--- config.mk ---
export PLATFORM = sky130hd
export DESIGN_NAME = cdoc_ctrl
export DESIGN_NICKNAME = d
export VERILOG_FILES = /design/src/column_depth_occlusion_cull_macros.svh /design/src/cdoc_pkg.sv /design/src/cdoc_ctrl.sv
export SDC_FILE = /design/constraint.sdc
export NUM_CORES = 1
export LEC_CHECK = 0
export ABC_AREA = 1
export BUFFER_PORTS_ARGS = -buffer_cell sky130_fd_sc_hd__buf_2
export CAP_MARGIN = 25
export CORE_AREA = 8 8 45 47
export CTS_CLUSTER_SIZE = 30
export DETAILED_ROUTE_END_ITERATION = 6
export DIE_AREA = 0 0 53 55
export REMOVE_ABC_BUFFERS = 1
export SYNTH_ARGS = -nofsm -noshare
export SYNTH_HDL_FRONTEND = slang
export SYNTH_SLANG_ARGS = --single-unit
--- constraint.sdc ---
create_clock -name clock -period 1.2 [get_ports clock]
set_input_delay 0.06 -clock clock [delete_from_list [all_inputs] [get_ports clock]]
set_output_delay 0.06 -clock clock [all_outputs]
set_load 0.05 [all_outputs]
--- src/column_depth_occlusion_cull_macros.svh ---
// ----------------------------------------------------------------------------
// Column depth occlusion cull: assertion macros
// Shared assertion shorthands, clocked on clock and disabled during reset.
// ----------------------------------------------------------------------------
`ifndef COLUMN_DEPTH_OCCLUSION_CULL_MACROS_SVH
`define COLUMN_DEPTH_OCCLUSION_CULL_MACROS_SVH

// Same-cycle implication.
`define CDOC_ASSERT_NOW(label, ante, cons) \
   label: assert property (@(posedge clock) disable iff (reset) (ante) |-> (cons)) \
      else $error("cdoc: same-cycle check failed");

// Next-cycle implication.
`define CDOC_ASSERT_NEXT(label, ante, cons) \
   label: assert property (@(posedge clock) disable iff (reset) (ante) |=> (cons)) \
      else $error("cdoc: next-cycle check failed");

`endif

--- src/cdoc_pkg.sv ---
// ----------------------------------------------------------------------------
// Column depth occlusion cull: package
// Field widths, opcodes and the controller/datapath command and status types.
// ----------------------------------------------------------------------------
package cdoc_pkg;

   localparam int COL_W       = 9;   // column field width
   localparam int IZ_W        = 32;  // unsigned Q8.24 inverse depth
   localparam int ACC_W       = 42;  // signed interpolation accumulator
   localparam int VIS_W       = 10;  // visible column count
   localparam int DEF_COLUMNS = 512;

   localparam int REQ_DATA_W  = 88;
   localparam int REQ_USER_W  = 2;
   localparam int RSP_DATA_W  = 16;
   localparam int RSP_USER_W  = 1;

   localparam logic OP_CLEAR = 1'b0;
   localparam logic OP_SPAN  = 1'b1;

   typedef struct packed {
      logic load;      // capture a span item
      logic issue;     // read the current column and advance
      logic clr_start; // restart the clearing sweep
      logic clr_step;  // zero one store entry
      logic out_load;  // move the span count into the result register
   } cdoc_cmd_type;

   typedef struct packed {
      logic span_empty; // span has no on-screen columns
      logic col_last;   // current column is the last one to read
      logic clr_last;   // clearing sweep is at the last entry
   } cdoc_sts_type;

endpackage

--- src/cdoc_ctrl.sv ---
// ----------------------------------------------------------------------------
// Column depth occlusion cull: controller
// Sequences the clearing sweep, the column walk of a span and the result beat.
// ----------------------------------------------------------------------------
module cdoc_ctrl
   import cdoc_pkg::*;
(
   input  logic         clock,
   input  logic         reset,
   input  logic         req_tvalid,
   output logic         req_tready,
   input  logic         req_opcode,
   output logic         rsp_tvalid,
   input  logic         rsp_tready,
   output cdoc_cmd_type cmd,
   input  cdoc_sts_type sts
);

   typedef enum logic [2:0] {
      ST_CLEAR,
      ST_IDLE,
      ST_SPAN,
      ST_DRAIN,
      ST_FINISH
   } state_type;

   state_type state_ff, state_in;
   logic      rsp_valid_ff, rsp_valid_in;
   logic      out_free;

   assign out_free   = !rsp_valid_ff || rsp_tready;
   assign req_tready = (state_ff == ST_IDLE);
   assign rsp_tvalid = rsp_valid_ff;

   always_comb begin
      state_in     = state_ff;
      rsp_valid_in = rsp_valid_ff && !rsp_tready;
      cmd          = '0;
      unique case (state_ff)
         ST_CLEAR: begin
            cmd.clr_step = 1'b1;
            if (sts.clr_last) begin
               state_in = ST_IDLE;
            end
         end
         ST_IDLE: begin
            if (req_tvalid) begin
               if (req_opcode == OP_CLEAR) begin
                  cmd.clr_start = 1'b1;
                  state_in      = ST_CLEAR;
               end else begin
                  cmd.load = 1'b1;
                  state_in = ST_SPAN;
               end
            end
         end
         ST_SPAN: begin
            if (sts.span_empty) begin
               state_in = ST_FINISH;
            end else begin
               cmd.issue = 1'b1;
               if (sts.col_last) begin
                  state_in = ST_DRAIN;
               end
            end
         end
         ST_DRAIN: begin
            // The last column is compared and counted in this cycle.
            state_in = ST_FINISH;
         end
         ST_FINISH: begin
            if (out_free) begin
               cmd.out_load = 1'b1;
               rsp_valid_in = 1'b1;
               state_in     = ST_IDLE;
            end
         end
         default: begin
            state_in = ST_IDLE;
         end
      endcase
   end

   always_ff @(posedge clock) begin
      if (reset) begin
         state_ff     <= ST_CLEAR;
         rsp_valid_ff <= 1'b0;
      end else begin
         state_ff     <= state_in;
         rsp_valid_ff <= rsp_valid_in;
      end
   end

endmodule

* Word-level counts from Yosys, hierarchy flattened
Cells that the tools add are included.
** Word-level totals
- Register bits after elaboration :: 4
- Bits of input ports :: 8
- Output and inout port bits :: 7
- Logic and storage cells :: 36
** Operators by class
- Eq/ne operators :: 8
- Muxes and demuxes :: 20
- Reductions and logical operators :: 6
** Operators with widths (count)
- $mux W3 :: 5
- $pmux W3 S5 :: 1
- $mux W1 :: 13
- $eq A3 B2 Y1 const B :: 2
- $ne A2 B2 Y1 const B :: 3
- $reduce_and A4 Y1 :: 1
- $eq A3 B1 Y1 const B :: 1
- $eq A3 B3 Y1 const B :: 1
- $logic_not A3 Y1 :: 1
- $ne A3 B3 Y1 const B :: 1
- $logic_not A1 Y1 :: 2
- $mux W2 :: 1
- $logic_and A1 B1 Y1 :: 1
- $logic_or A1 B1 Y1 :: 1

* Logic depth before layout (Yosys ltp)
- Depth in word-level cells :: 4
- Gate-level depth with buffers :: 8
- Mapped depth without buffers :: 8

* Worst setup path before layout
Ideal clock, no wire load.
- Kind :: reg2out
- Start point :: reg state_ff[2]
- End point :: out cmd[2] (netlist name)
- Arrival time :: 2.378 ns
- Data required time :: 1.140 ns
- Slack :: -1.238 ns
- Cell stages (with the launch flop) :: 4
- Buffers on the path :: 0
- Cells stage by stage :: dfxtp_1 > nor3_2 > inv_1 > nor3_1
** RTL lines
- start: declaration :: line cdoc_ctrl.sv:27 : state_type state_ff, state_in;
- start signal: assignment :: line cdoc_ctrl.sv:89 : state_ff <= state_in;
- end: declaration :: line cdoc_ctrl.sv:15 : output cdoc_cmd_type cmd,

==> results.cfg <==
[outcome]
violations = setup timing
outcome = complete, but fails checks

[synthesis]
synth.most_common_cell = nor2_1
syn_avg_cell_area_sq_um = 6.10
ys_seq_elements = 4
netlist_instances = 47
synth_edf_count = 0
synth_top_area_cell = dfxtp_1
syn_area_sq_um = 287
ys_warn_count = 0
synth-main-ff-cell = dfxtp_1
ys_seq_area_share_pct = 27.9
yosysUniqueCellTypes = 14
synthTopCellsByArea = dfxtp_1 28%, nor2_1 16%, nand2_1 10%
ys_async_sr_fraction_pct = 0
yosysTopAreaCellShare_pct = 27.9
synth_common_cells = 12 x nor2_1, 8 x nand2_1, 6 x inv_1

[sta]
tightest_slew_ns = 0.253
fmax_ghz = 0.806
hold_viol_final = 0
fin_setup_tns_ns = -0.0405
period_share_pct = 103
fin_crit_ns = 1.24
skew_ns = 0.00160
slew_headroom_pct = 83.2
drv_slew = 0
setup_slack_ns = -0.0405
rsz0062_at_grt = yes
finalSetupViolCount = 1

[global_route]
overflow = 0
grt_pass1_vias = 365
grt_pass1_wl_mm = 1.39
grt_antenna_before_repair = 0
globalRouteTotalUtil_pct = 6.50
grt_max_degree = 7

[setup_path]
arrival_ns = 1.18
reg2reg_from = state_ff[0]
r2r_cells = 9
r2r_setup_slack_ns = 0.11
critPathMaxFanout = 4
critPathCaptureType = primary output
worstPathRequired_ns = 1.14
path_class = flip-flop to primary output
start_kind = flip-flop
r2r-end = state_ff[0]

[placement]
dpl.hpwl_microns = 646
dp.cells = 79
port_buffers = 14
dpl_cell_area_sq_um = 392
place.gp.congestion = 0.750

[cts]
root_buffer = clkbuf_4
insertion_delay_ns = 0.23
tritoncts = built
cts_buffers = 3
path_clk_slew_ns = 0.03
htree_num_levels = 1
clkSinkCount = 4
clockBufferDepth = 2

[final_layout]
stdcell_area_sq_um = 513
stdcell_count = 85
nNetsFinal = 79
area_delta_synth_final_pct = 79.0
antenna_cells = 0
final_layout_size_suffix_gt1_share_pct = 58.0

[run]
max_cap_violations = 0

[floorplan]
die_w_microns = 53
io_pins = 15
die-area_sq_um = 2920
coreArea_sq_um = 1380
fp.dieH_microns = 55
start_util_pct = 20.7
num_rows = 14

[detailed_routing]
route.detailed.drc = 0
routedWlPerCell_microns = 10.4
firstDrtPassIters = 2
vias = 360
viasPerCell = 4.24
wl_microns = 881
drt_iter0_markers = 3
ant_nets = 0

[power]
vdd_drop_max_v = 0.000987
power_density_nw_per_um2 = 2610
power.total_w = 0.00134
leakage_nw = 0.249

[min_path]
hold_path_class = input port to flip-flop
whs_path_depth = 2
min_from = reset
worst_hold_path.endpoint = state_ff[2]
## how the worst max path moves through the flow
stage	slack (ns)	start	depth (start not counted)	endpoint
floorplan	-1.24	state_ff[2]	3	cmd[2]
global placement	0.06	state_ff[1]	7	state_ff[1]
detailed placement	0.04	state_ff[0]	5	cmd[2]
CTS	-0.09	state_ff[0]	5	cmd[2]
global route	-0.09	state_ff[2]	4	cmd[2]
finish	-0.04	state_ff[2]	4	cmd[2]
## kinds of logic after synthesis
group                  Yosys count  synth area share [%]
buffers and inverters            9                  11.8
and+or+nand+nor                 30                  52.0
AOI/OAI and AO/OA                4                  8.30
DFF                              4                  27.9
## layout make-up
class / count / area (sq um)
inverter: 9 / 36.3
clock buffer: 3 / 22.5
fill: 156 / 871
sequential: 4 / 91.3
tap: 16 / 20.0
multi-input combinational: 34 / 196
timing repair buffer: 19 / 146
## cells in the final DEF, fill, tap and decap left out, drive strengths merged
master,count
nor3,3
a21oi,3
buf,19
nand3,3
nand2,8
nand3b,1
and2,1
dfxtp,4
o21ai,1
nor2,14
inv,9
clkbuf,3
## flip-flops by register name (all words and copies together), names as in the netlist
name        flops
state_ff        3
rsp_tvalid      1
## routing by layer
layer | vias up | GRT usage [%] | wire, microns
li1 | 189 | - | -
met1 | 165 | 5.47 | 335
met2 | 4 | 11.3 | 480
met3 | 2 | 2.67 | 56
met4 | 0 | 6.47 | 8
met5 | - | 0 | 0
## metrics by stage
stage          hold slack, ns  worst slack [ns]  utilization (%)
2_1_floorplan           0.129             -1.24                -
3_3_place_gp            0.256            0.0575             28.3
3_5_place_dp            0.256            0.0398             28.3
4_1_cts                0.0104           -0.0856             33.5
5_1_grt                0.0191           -0.0889             37.1
6_report               0.0125           -0.0405             37.1
## critical path, cell delays in order, from the launching register on
cell and delay, ns:
dfxtp_4 0.36, nor3_4 0.22, inv_2 0.07, nor3_2 0.13
buf_6 0.18
## power by group
part           internal [W]  leakage (nW)  switching [W]
Combinational      0.000354         0.200       0.000543
Sequential         0.000196        0.0348      0.0000870
Clock              0.000111        0.0138      0.0000484
## what timing repair did
action / in CTS / in global routing
endpoints found under the setup margin: 5 / 7
gates resized for setup: 16 / 11
pin swaps: 2 / 3
hold buffers: 0 / 0
setup buffers: 0 / 3
Note: power is estimated with default switching activity, not from simulation.
